File: src/rtl/pfx_pkg.sv
// Shared types, character codes and decode functions of the postfix evaluator.
// No dependencies.
`default_nettype none

package pfx_pkg;

    localparam int SYMBOL_W    = 8;
    localparam int OUT_VALUE_W = 32;
    localparam int FLAG_W      = 3;
    localparam int OUT_TDATA_W = 40;
    localparam int OUT_EMPTY_BIT = OUT_VALUE_W;

    localparam int FLAG_UNDER = 0;
    localparam int FLAG_OVER  = 1;
    localparam int FLAG_DIVZ  = 2;

    localparam logic [SYMBOL_W-1:0] CH_0     = 8'h30;
    localparam logic [SYMBOL_W-1:0] CH_9     = 8'h39;
    localparam logic [SYMBOL_W-1:0] CH_SPACE = 8'h20;
    localparam logic [SYMBOL_W-1:0] CH_PLUS  = 8'h2B;
    localparam logic [SYMBOL_W-1:0] CH_MINUS = 8'h2D;
    localparam logic [SYMBOL_W-1:0] CH_STAR  = 8'h2A;
    localparam logic [SYMBOL_W-1:0] CH_SLASH = 8'h2F;

    typedef enum logic [1:0] {
        OP_ADD,
        OP_SUB,
        OP_MUL,
        OP_DIV
    } t_op;

    typedef enum logic [1:0] {
        SYM_NONE,
        SYM_DIGIT,
        SYM_OP
    } t_sym_class;

    // Controller to datapath commands.
    typedef struct packed {
        logic latch;
        logic push;
        logic push_digit;
        logic pop;
        logic load_rhs;
        logic load_lhs;
        logic exec;
        logic peek;
        logic emit;
    } t_cmd;

    // Datapath to controller status.
    typedef struct packed {
        t_sym_class sym_class;
        logic       last;
        logic       use_md;
        logic       md_done;
        logic       out_busy;
    } t_status;

    function automatic t_sym_class classify(input logic [SYMBOL_W-1:0] sym);
        t_sym_class c;
        c = SYM_NONE;
        case (sym) inside
            [CH_0:CH_9]:                          c = SYM_DIGIT;
            CH_PLUS, CH_MINUS, CH_STAR, CH_SLASH: c = SYM_OP;
            CH_SPACE:                             c = SYM_NONE;
            default:                              c = SYM_NONE;
        endcase
        return c;
    endfunction

    function automatic t_op to_op(input logic [SYMBOL_W-1:0] sym);
        t_op op;
        op = OP_ADD;
        case (sym)
            CH_PLUS:  op = OP_ADD;
            CH_MINUS: op = OP_SUB;
            CH_STAR:  op = OP_MUL;
            CH_SLASH: op = OP_DIV;
            default:  op = OP_ADD;
        endcase
        return op;
    endfunction

endpackage

`default_nettype wire

File: src/rtl/pfx_muldiv.sv
// Shared iterative unit: shift-add multiply and restoring signed divide,
// one bit per cycle. Depends on pfx_pkg.
`default_nettype none

module pfx_muldiv #(
    parameter int VALUE_WIDTH = 32
) (
    input  wire logic                   i_clk,
    input  wire logic                   i_rst_n,
    input  wire logic                   i_start,
    input  wire pfx_pkg::t_op           i_op,
    input  wire logic [VALUE_WIDTH-1:0] i_lhs,
    input  wire logic [VALUE_WIDTH-1:0] i_rhs,
    output logic                        o_done,
    output logic [VALUE_WIDTH-1:0]      o_result
);

    localparam int W  = VALUE_WIDTH;
    localparam int CW = $clog2(W);

    logic          r_busy;
    logic          r_done;
    logic [CW-1:0] r_cnt;
    logic          r_is_div;
    logic          r_neg;
    logic [W-1:0]  r_acc;
    logic [W-1:0]  r_a;
    logic [W-1:0]  r_b;

    logic [W-1:0]  w_lhs_mag;
    logic [W-1:0]  w_rhs_mag;
    logic [W:0]    w_rem_sh;
    logic [W:0]    w_diff;
    logic          w_ge;

    assign w_lhs_mag = i_lhs[W-1] ? W'(~i_lhs + 1'b1) : i_lhs;
    assign w_rhs_mag = i_rhs[W-1] ? W'(~i_rhs + 1'b1) : i_rhs;
    assign w_rem_sh  = {r_acc, r_b[W-1]};
    assign w_diff    = w_rem_sh - {1'b0, r_a};
    assign w_ge      = ~w_diff[W];

    always_ff @(posedge i_clk) begin
        if (!i_rst_n) begin
            r_busy <= 1'b0;
            r_done <= 1'b0;
            r_cnt  <= '0;
        end else begin
            r_done <= r_busy && (r_cnt == '0);
            if (i_start) begin
                r_busy <= 1'b1;
                r_cnt  <= CW'(W - 1);
            end else if (r_busy) begin
                if (r_cnt == '0) begin
                    r_busy <= 1'b0;
                end
                r_cnt <= r_cnt - 1'b1;
            end
        end
    end

    always_ff @(posedge i_clk) begin
        if (i_start) begin
            r_is_div <= (i_op == pfx_pkg::OP_DIV);
            r_neg    <= i_lhs[W-1] ^ i_rhs[W-1];
            r_acc    <= '0;
            if (i_op == pfx_pkg::OP_DIV) begin
                r_a <= w_rhs_mag;
                r_b <= w_lhs_mag;
            end else begin
                r_a <= i_lhs;
                r_b <= i_rhs;
            end
        end else if (r_busy) begin
            if (r_is_div) begin
                // Shift in next dividend bit, subtract when it fits.
                r_acc <= w_ge ? w_diff[W-1:0] : w_rem_sh[W-1:0];
                r_b   <= {r_b[W-2:0], w_ge};
            end else begin
                r_acc <= r_acc + (r_b[0] ? r_a : '0);
                r_a   <= {r_a[W-2:0], 1'b0};
                r_b   <= {1'b0, r_b[W-1:1]};
            end
        end
    end

    assign o_done   = r_done;
    assign o_result = r_is_div ? (r_neg ? W'(~r_b + 1'b1) : r_b) : r_acc;

endmodule

`default_nettype wire

File: src/rtl/pfx_dpath.sv
// Datapath of the postfix evaluator: operand stack memory, stack count,
// sticky flags, operand registers, multiply/divide unit and result register.
// Depends on pfx_pkg and pfx_muldiv.
`default_nettype none

module pfx_dpath #(
    parameter int STACK_DEPTH = 64,
    parameter int VALUE_WIDTH = 32
) (
    input  wire logic                              i_clk,
    input  wire logic                              i_rst_n,
    input  wire pfx_pkg::t_cmd                     i_cmd,
    output pfx_pkg::t_status                       o_status,
    input  wire logic [pfx_pkg::SYMBOL_W-1:0]      i_symbol,
    input  wire logic                              i_last,
    input  wire logic                              i_out_ready,
    output logic                                   o_out_valid,
    output logic [pfx_pkg::OUT_VALUE_W-1:0]        o_out_value,
    output logic                                   o_out_empty,
    output logic [pfx_pkg::FLAG_W-1:0]             o_out_flags
);

    localparam int W     = VALUE_WIDTH;
    localparam int AW    = (STACK_DEPTH > 1) ? $clog2(STACK_DEPTH) : 1;
    localparam int CNTW  = $clog2(STACK_DEPTH + 1);
    localparam int EXT_W = (W > pfx_pkg::OUT_VALUE_W) ? W : pfx_pkg::OUT_VALUE_W;

    logic [W-1:0] r_mem [STACK_DEPTH];
    logic [W-1:0] r_rd_data;

    logic [pfx_pkg::SYMBOL_W-1:0] r_sym;
    logic                         r_last;
    logic [CNTW-1:0]              r_count;
    logic [pfx_pkg::FLAG_W-1:0]   r_flags;
    logic                         r_pop_empty;
    logic [W-1:0]                 r_lhs;
    logic [W-1:0]                 r_rhs;
    logic [W-1:0]                 r_res;

    logic                             r_out_valid;
    logic [pfx_pkg::OUT_VALUE_W-1:0]  r_out_value;
    logic                             r_out_empty;
    logic [pfx_pkg::FLAG_W-1:0]       r_out_flags;

    pfx_pkg::t_op    w_op;
    logic            w_zero;
    logic            w_full;
    logic [CNTW-1:0] w_count_m1;
    logic            w_we;
    logic            w_re;
    logic [W-1:0]    w_wdata;
    logic            w_rhs_zero;
    logic            w_use_md;
    logic            w_md_done;
    logic [W-1:0]    w_md_result;
    logic signed [W-1:0]     w_top_s;
    logic signed [EXT_W-1:0] w_top_ext;

    assign w_op       = pfx_pkg::to_op(r_sym);
    assign w_zero     = (r_count == '0);
    assign w_full     = (r_count == CNTW'(STACK_DEPTH));
    assign w_count_m1 = r_count - 1'b1;
    assign w_we       = i_cmd.push && !w_full;
    assign w_re       = i_cmd.pop || i_cmd.peek;
    assign w_wdata    = i_cmd.push_digit ? W'(r_sym[3:0]) : r_res;
    assign w_rhs_zero = (r_rhs == '0);
    assign w_use_md   = (w_op == pfx_pkg::OP_MUL) || ((w_op == pfx_pkg::OP_DIV) && !w_rhs_zero);
    assign w_top_s    = r_rd_data;
    assign w_top_ext  = EXT_W'(w_top_s);

    // Stack memory: one write port, one registered read port.
    always_ff @(posedge i_clk) begin
        if (w_we) begin
            r_mem[r_count[AW-1:0]] <= w_wdata;
        end
        if (w_re) begin
            r_rd_data <= r_mem[w_count_m1[AW-1:0]];
        end
    end

    // Control state: count, sticky flags, result valid.
    always_ff @(posedge i_clk) begin
        if (!i_rst_n) begin
            r_count     <= '0;
            r_flags     <= '0;
            r_out_valid <= 1'b0;
        end else begin
            if (i_cmd.emit) begin
                r_count <= '0;
                r_flags <= '0;
            end else begin
                if (i_cmd.pop) begin
                    if (w_zero) begin
                        r_flags[pfx_pkg::FLAG_UNDER] <= 1'b1;
                    end else begin
                        r_count <= w_count_m1;
                    end
                end
                if (i_cmd.push) begin
                    if (w_full) begin
                        r_flags[pfx_pkg::FLAG_OVER] <= 1'b1;
                    end else begin
                        r_count <= r_count + 1'b1;
                    end
                end
                if (i_cmd.exec && (w_op == pfx_pkg::OP_DIV) && w_rhs_zero) begin
                    r_flags[pfx_pkg::FLAG_DIVZ] <= 1'b1;
                end
            end
            if (i_cmd.emit) begin
                r_out_valid <= 1'b1;
            end else if (i_out_ready) begin
                r_out_valid <= 1'b0;
            end
        end
    end

    // Payload registers.
    always_ff @(posedge i_clk) begin
        if (i_cmd.latch) begin
            r_sym  <= i_symbol;
            r_last <= i_last;
        end
        if (w_re) begin
            r_pop_empty <= w_zero;
        end
        if (i_cmd.load_rhs) begin
            r_rhs <= r_pop_empty ? '1 : r_rd_data;
        end
        if (i_cmd.load_lhs) begin
            r_lhs <= r_pop_empty ? '1 : r_rd_data;
        end
        if (i_cmd.exec) begin
            case (w_op)
                pfx_pkg::OP_ADD: r_res <= r_lhs + r_rhs;
                pfx_pkg::OP_SUB: r_res <= r_lhs - r_rhs;
                default:         r_res <= '0;
            endcase
        end else if (w_md_done) begin
            r_res <= w_md_result;
        end
        if (i_cmd.emit) begin
            r_out_value <= r_pop_empty ? '1 : w_top_ext[pfx_pkg::OUT_VALUE_W-1:0];
            r_out_empty <= r_pop_empty;
            r_out_flags <= r_flags;
        end
    end

    pfx_muldiv #(
        .VALUE_WIDTH (VALUE_WIDTH)
    ) u_muldiv (
        .i_clk    (i_clk),
        .i_rst_n  (i_rst_n),
        .i_start  (i_cmd.exec && w_use_md),
        .i_op     (w_op),
        .i_lhs    (r_lhs),
        .i_rhs    (r_rhs),
        .o_done   (w_md_done),
        .o_result (w_md_result)
    );

    always_comb begin
        o_status.sym_class = pfx_pkg::classify(r_sym);
        o_status.last      = r_last;
        o_status.use_md    = w_use_md;
        o_status.md_done   = w_md_done;
        o_status.out_busy  = r_out_valid && !i_out_ready;
    end

    assign o_out_valid = r_out_valid;
    assign o_out_value = r_out_value;
    assign o_out_empty = r_out_empty;
    assign o_out_flags = r_out_flags;

endmodule

`default_nettype wire

File: src/rtl/pfx_ctrl.sv
// Controller of the postfix evaluator: sequences push, pop, execute and
// result steps for each word. Depends on pfx_pkg.
`default_nettype none

module pfx_ctrl (
    input  wire logic             i_clk,
    input  wire logic             i_rst_n,
    input  wire logic             i_in_valid,
    output logic                  o_in_ready,
    input  wire pfx_pkg::t_status i_status,
    output pfx_pkg::t_cmd         o_cmd
);

    typedef enum logic [3:0] {
        S_IDLE,
        S_DISPATCH,
        S_POP_R,
        S_POP_L,
        S_LOAD_L,
        S_EXEC,
        S_WAIT_MD,
        S_PUSH,
        S_PEEK,
        S_EMIT
    } t_state;

    t_state r_state;
    t_state n_state;
    logic   r_ready;
    logic   w_accept;

    assign w_accept   = i_in_valid && r_ready;
    assign o_in_ready = r_ready;

    always_comb begin
        n_state = r_state;
        o_cmd   = '0;
        case (r_state)
            S_IDLE: begin
                o_cmd.latch = w_accept;
                if (w_accept) begin
                    n_state = S_DISPATCH;
                end
            end
            S_DISPATCH: begin
                case (i_status.sym_class)
                    pfx_pkg::SYM_DIGIT: n_state = S_PUSH;
                    pfx_pkg::SYM_OP:    n_state = S_POP_R;
                    default:            n_state = i_status.last ? S_PEEK : S_IDLE;
                endcase
            end
            S_POP_R: begin
                o_cmd.pop = 1'b1;
                n_state   = S_POP_L;
            end
            S_POP_L: begin
                o_cmd.load_rhs = 1'b1;
                o_cmd.pop      = 1'b1;
                n_state        = S_LOAD_L;
            end
            S_LOAD_L: begin
                o_cmd.load_lhs = 1'b1;
                n_state        = S_EXEC;
            end
            S_EXEC: begin
                o_cmd.exec = 1'b1;
                n_state    = i_status.use_md ? S_WAIT_MD : S_PUSH;
            end
            S_WAIT_MD: begin
                if (i_status.md_done) begin
                    n_state = S_PUSH;
                end
            end
            S_PUSH: begin
                o_cmd.push       = 1'b1;
                o_cmd.push_digit = (i_status.sym_class == pfx_pkg::SYM_DIGIT);
                n_state          = i_status.last ? S_PEEK : S_IDLE;
            end
            S_PEEK: begin
                o_cmd.peek = 1'b1;
                n_state    = S_EMIT;
            end
            S_EMIT: begin
                // Hold until the result register is free.
                if (!i_status.out_busy) begin
                    o_cmd.emit = 1'b1;
                    n_state    = S_IDLE;
                end
            end
            default: begin
                n_state = S_IDLE;
            end
        endcase
    end

    always_ff @(posedge i_clk) begin
        if (!i_rst_n) begin
            r_state <= S_IDLE;
            r_ready <= 1'b1;
        end else begin
            r_state <= n_state;
            r_ready <= (n_state == S_IDLE);
        end
    end

endmodule

`default_nettype wire

File: src/rtl/postfix_expression_evaluator.sv
// Postfix evaluator, one word per character; it takes the next character only once the
// last is through. + - and / by zero run in the datapath, * and / in the bit-serial unit.
// A final character also reads the stack top and loads the result register,
// and holds while an earlier result word is still pending in the output register.
// Synchronous active-low reset empties the stack, clears the flags and drops any
// pending result; the stack memory itself is not cleared.
`default_nettype none

module postfix_expression_evaluator #(
    parameter int STACK_DEPTH = 64,
    parameter int VALUE_WIDTH = 32
) (
    input  wire logic                                i_clk,
    input  wire logic                                i_rst_n,
    // Input stream: one character per word.
    input  wire logic                                s_axis_tvalid,
    output logic                                     s_axis_tready,
    input  wire logic [pfx_pkg::SYMBOL_W-1:0]        s_axis_tdata,  // [7:0] symbol
    input  wire logic                                s_axis_tlast,  // last_symbol
    // Result stream: one word per expression.
    output logic                                     m_axis_tvalid,
    input  wire logic                                m_axis_tready,
    // [31:0] value, [32] stack_empty, [33] underflow_seen, [34] overflow_seen,
    // [35] divide_by_zero_seen, [39:36] zero
    output logic [pfx_pkg::OUT_TDATA_W-1:0]          m_axis_tdata
);

    pfx_pkg::t_cmd    w_cmd;
    pfx_pkg::t_status w_status;

    logic [pfx_pkg::OUT_VALUE_W-1:0] w_out_value;
    logic                            w_out_empty;
    logic [pfx_pkg::FLAG_W-1:0]      w_out_flags;

    // Sequencer: walks each character through dispatch and, as its kind needs, pops,
    // execute and push, and on the final character the result step.
    pfx_ctrl u_ctrl (
        .i_clk      (i_clk),
        .i_rst_n    (i_rst_n),
        .i_in_valid (s_axis_tvalid),
        .o_in_ready (s_axis_tready),
        .i_status   (w_status),
        .o_cmd      (w_cmd)
    );

    // Stack, operands, arithmetic and the result register.
    pfx_dpath #(
        .STACK_DEPTH (STACK_DEPTH),
        .VALUE_WIDTH (VALUE_WIDTH)
    ) u_dpath (
        .i_clk       (i_clk),
        .i_rst_n     (i_rst_n),
        .i_cmd       (w_cmd),
        .o_status    (w_status),
        .i_symbol    (s_axis_tdata),
        .i_last      (s_axis_tlast),
        .i_out_ready (m_axis_tready),
        .o_out_valid (m_axis_tvalid),
        .o_out_value (w_out_value),
        .o_out_empty (w_out_empty),
        .o_out_flags (w_out_flags)
    );

    // Pack the result word, lowest field first, zero pad to whole bytes.
    assign m_axis_tdata = pfx_pkg::OUT_TDATA_W'({
        w_out_flags[pfx_pkg::FLAG_DIVZ],
        w_out_flags[pfx_pkg::FLAG_OVER],
        w_out_flags[pfx_pkg::FLAG_UNDER],
        w_out_empty,
        w_out_value
    });

endmodule

`default_nettype wire

File: config.mk
export PLATFORM = sky130hd
export DESIGN_NAME = postfix_expression_evaluator
export DESIGN_NICKNAME = d
export VERILOG_FILES = /design/src/rtl/pfx_pkg.sv /design/src/rtl/pfx_muldiv.sv /design/src/rtl/pfx_dpath.sv /design/src/rtl/pfx_ctrl.sv /design/src/rtl/postfix_expression_evaluator.sv
export SDC_FILE = /design/constraint.sdc
export NUM_CORES = 2
export LEC_CHECK = 0
export BUFFER_PORTS_ARGS = -buffer_cell sky130_fd_sc_hd__buf_4
export CELL_PAD_IN_SITES_DETAIL_PLACEMENT = 1
export CELL_PAD_IN_SITES_GLOBAL_PLACEMENT = 1
export CORE_MARGIN = 2
export CORE_UTILIZATION = 35
export CTS_CLUSTER_SIZE = 10
export DETAILED_ROUTE_END_ITERATION = 7
export GPL_TIMING_DRIVEN = 0
export PLACE_DENSITY = 0.64
export SLEW_MARGIN = 20
export SYNTH_ARGS = -nofsm -noshare
export SYNTH_HDL_FRONTEND = slang
export SYNTH_HIERARCHICAL = 1
export SYNTH_SLANG_ARGS = --single-unit
File: constraint.sdc
create_clock -name i_clk -period 8.9 [get_ports i_clk]
set_clock_uncertainty 0.15 [all_clocks]
set_input_delay 0.89 -clock i_clk [delete_from_list [all_inputs] [get_ports i_clk]]
set_output_delay 0.89 -clock i_clk [all_outputs]
set_load 0.05 [all_outputs]
==> impl_metrics.py <==
metrics = {
    "hold_path": {
        "hp-start": "s_axis_tdata[7]",
        "hold_depth": 1,
        "hp-class": "in -> reg",
    },
    "placement": {
        "gp_congestion": 0.859,
        "dp_cells": 9166,
        "dpl_worst_slack_ns": 1.67,
        "io_buffers": 50,
        "dpl.hpwl_um": 217000,
        "placed_area_um2": 107000,
    },
    "route": {
        "vias": 53920,
        "drt_pass1_iterations": 5,
        "wl_per_cell_um": 31.7,
        "drt_iter0_drc": 6311,
        "finalWirelength_um": 303000,
        "drc_errors": 0,
        "ant_nets": 0,
        "avgViaCountPerCell": 5.65,
    },
    "power": {
        "total_power_mw": 22.6,
        "p_leak_nw": 36.1,
        "p_per_area_nw_per_um2": 196,
        "peakVddDrop_mv": 0.201,
    },
    "global_routing": {
        "grt_pass1_wl_um": 429000,
        "grt_overflow": 0,
        "grt_antenna_before_repair": 31,
        "first_global_vias": 56010,
        "gr-usage-all-layers_pct": 21.1,
        "grt_start_max_net_pins": 65,
    },
    "synth": {
        "synthFlopType": "edfxtp_1",
        "yosysWarningCount": 6,
        "ys_seq_area_share_pct": 71.0,
        "ys_ff_latch": 2343,
        "yosysUniqueCellTypes": 89,
        "synthesis.area_um2": 98300,
        "synth_edf_count": 2288,
        "avgSynthCellArea_um2": 18.8,
        "async_flop_share_pct": 0,
        "netlist_instances": 5218,
    },
    "timing": {
        "period_share_pct": 81.2,
        "period_minus_slack_ns": 7.23,
        "hold_viol": 0,
        "fin_tns_setup_ns": 0,
        "timing.hold.ws_ns": 0.0579,
        "fmaxAchievable_mhz": 138,
        "setup_violations": 0,
        "layout_setup_ws_ns": 1.67,
        "maxSlewViolCount": 0,
        "slew_headroom_pct": 19.3,
        "worstMarginPinSlew_ns": 1.21,
        "rsz0062_at_grt": "no",
    },
    "final_layout": {
        "fin_util_pct": 41.2,
        "stdcell_count": 9549,
        "multiInputGateArea_um2": 27800,
        "fin_area_um2": 115000,
        "n_fill_cell": 26788,
        "layout_commonest_cell": "edfxtp_1",
        "final_cell_mix": "edfxtp_1 (2,288), mux4_2 (671), clkbuf_16 (297), nand2_1 (211), nor2_1 (194)",
        "seq_area_um2": 69800,
        "final_nets": 5857,
        "drive_gt1_share_pct": 25.5,
        "area_growth_pct": 17.2,
    },
    "setup_path": {
        "worst-setup-path-type": "reg -> reg",
        "crit_path_end_kind": "flip-flop",
        "worstPathArrival_ns": 7.65,
        "critPathMaxStageDelay_ns": 0.92,
        "path_cells": "buf_2 -> buf_2 -> buf_2 -> clkbuf_1 -> inv_1 -> ha_1 -> clkbuf_1 -> clkbuf_1 -> clkbuf_1 -> mux4_2 -> mux4_2 -> mux4_2",
        "path_common_cell": "clkbuf_1",
        "worst-path-buf-inv": 8,
        "critPathMaxFanout": 10,
        "r2r_start": "u_dpath/r_count[0]",
        "cp_top_family": "buffers and inverters",
        "crit_slowest_cell": "clkbuf_1",
        "required_ns": 9.32,
        "worst-path-stages": 12,
        "cp-startpoint": "u_dpath/r_count[0]",
        "rr_worst_depth": 12,
        "startpoint_type": "flip-flop",
    },
    "floorplan": {
        "ios": 55,
        "rows": 194,
        "core_um2": 279000,
        "die-width_um": 534,
        "fp.dieH_um": 534,
        "start_util_pct": 35.2,
        "dieArea_um2": 285000,
    },
    "clocking": {
        "cts_resized": 0,
        "cts_hold_buf": 2,
        "cts_tree": "done",
        "clockBufferDepth": 4,
        "post-cts-setup-buffers": 0,
        "htreeDepth": 5,
        "cts-buffers-inserted": 292,
        "cts-root-buf": "clkbuf_16",
        "path_clk_slew_ns": 0.05,
        "cts.sinks": 2343,
        "clk_latency_ns": 0.93,
    },
    "flow_run": {
        "cap_viol_max_count": 0,
    },
    "status": {
        "status": "finished, final reports clean",
    },
}
-- synth_stat cells (10+ instances only) --
master	n	share of area, %
inv_1	80	0.31
nor2_1	253	0.97
o21a_1	13	0.099
or4_1	20	0.15
buf_2	51	0.26
mux4_2	671	15
a211oi_1	37	0.28
o41ai_1	13	0.12
clkbuf_1	163	0.62
a31oi_1	19	0.12
or2_2	47	0.30
nand2b_1	24	0.15
a21o_1	43	0.33
dfxtp_1	55	1.1
a21oi_1	171	0.87
a22o_1	23	0.20
o31ai_1	37	0.28
nand3_1	31	0.16
ha_1	103	1.3
buf_4	10	0.076
nand4_1	17	0.11
o21ai_1	14	0.071
xnor2_1	82	0.73
nand2_1	211	0.81
and3_1	16	0.10
nor3_1	55	0.28
edfxtp_1	2288	70
nor2b_1	54	0.34
o21ai_0	180	0.92
buf_1	44	0.17
o211ai_1	26	0.20
mux2i_1	40	0.41
xor2_1	126	1.1
or3_1	32	0.20
-- area by class of cell --
class	instances	share of cell area, %
diodes	15	0.0326
plain buffers	270	1.01
clock buffers	341	6.63
clock inverters	25	0.192
inverters	84	0.274
multi-input cells	2524	24.1
flip-flops and latches	2343	60.6
well taps	3724	4.05
repair buffers	223	3.07
-- sequential cells by signal, summed over array words and instances, names as in the netlist, 4 cells and up --
register and flops:
u_dpath/r_mem 2048, u_dpath/o_out_value 32, u_dpath/r_lhs 32, u_dpath/r_rd_data 32, u_dpath/r_res 32, u_dpath/r_rhs 32, u_dpath/u_muldiv/r_a 32, u_dpath/u_muldiv/r_acc 32
u_dpath/u_muldiv/r_b 32, u_dpath/r_sym 8, u_dpath/r_count 7, u_dpath/u_muldiv/r_cnt 5, u_ctrl/r_state 4
-- report_power, final --
part / switching [mW] / total (mW) / internal [mW]
registers: 0.0281 / 12.0 / 12.0
logic: 0.214 / 0.320 / 0.106
clock network: 4.25 / 10.3 / 6.01
-- kinds of logic after synthesis --
kind of cell	share of synthesized area, %
AO/OA/AOI/OAI	4.36
XOR/XNOR	1.85
adder cells (fa/ha/maj)	1.37
buffers and inverters	1.47
flip-flops	71.0
multiplexers	15.9
other	0.00382
AND/OR/NAND/NOR	4.02
-- worst reg2reg max path: stages (launching register included) --
cell and delay (ns):
dfxtp_1 0.35, buf_2 0.29, buf_2 0.49, buf_2 0.47
clkbuf_1 0.53, inv_1 0.26, ha_1 0.36, clkbuf_1 0.54
clkbuf_1 0.92, clkbuf_1 0.83, mux4_2 0.45, mux4_2 0.66
mux4_2 0.61
-- routing by layer --
| metal | up-vias | wire length [µm] | track usage (%) |
|---|---|---|---|
| li1 | 22295 | - | - |
| met1 | 28982 | 123000 | 28.0 |
| met2 | 2093 | 146000 | 34.7 |
| met3 | 536 | 20400 | 3.38 |
| met4 | 14 | 13800 | 8.35 |
| met5 | - | 111 | 0 |
-- path summary, 6_finish.rpt --
kind	to	slack, ns
setup reg to reg	u_dpath/r_rd_data[5]	1.67
setup / recovery	u_dpath/r_rd_data[5]	1.67
hold / removal	u_dpath/r_sym[7]	0.06
hold reg to reg	u_dpath/o_out_value[30]	0.39
Note: power is estimated with default switching activity, not from simulation.
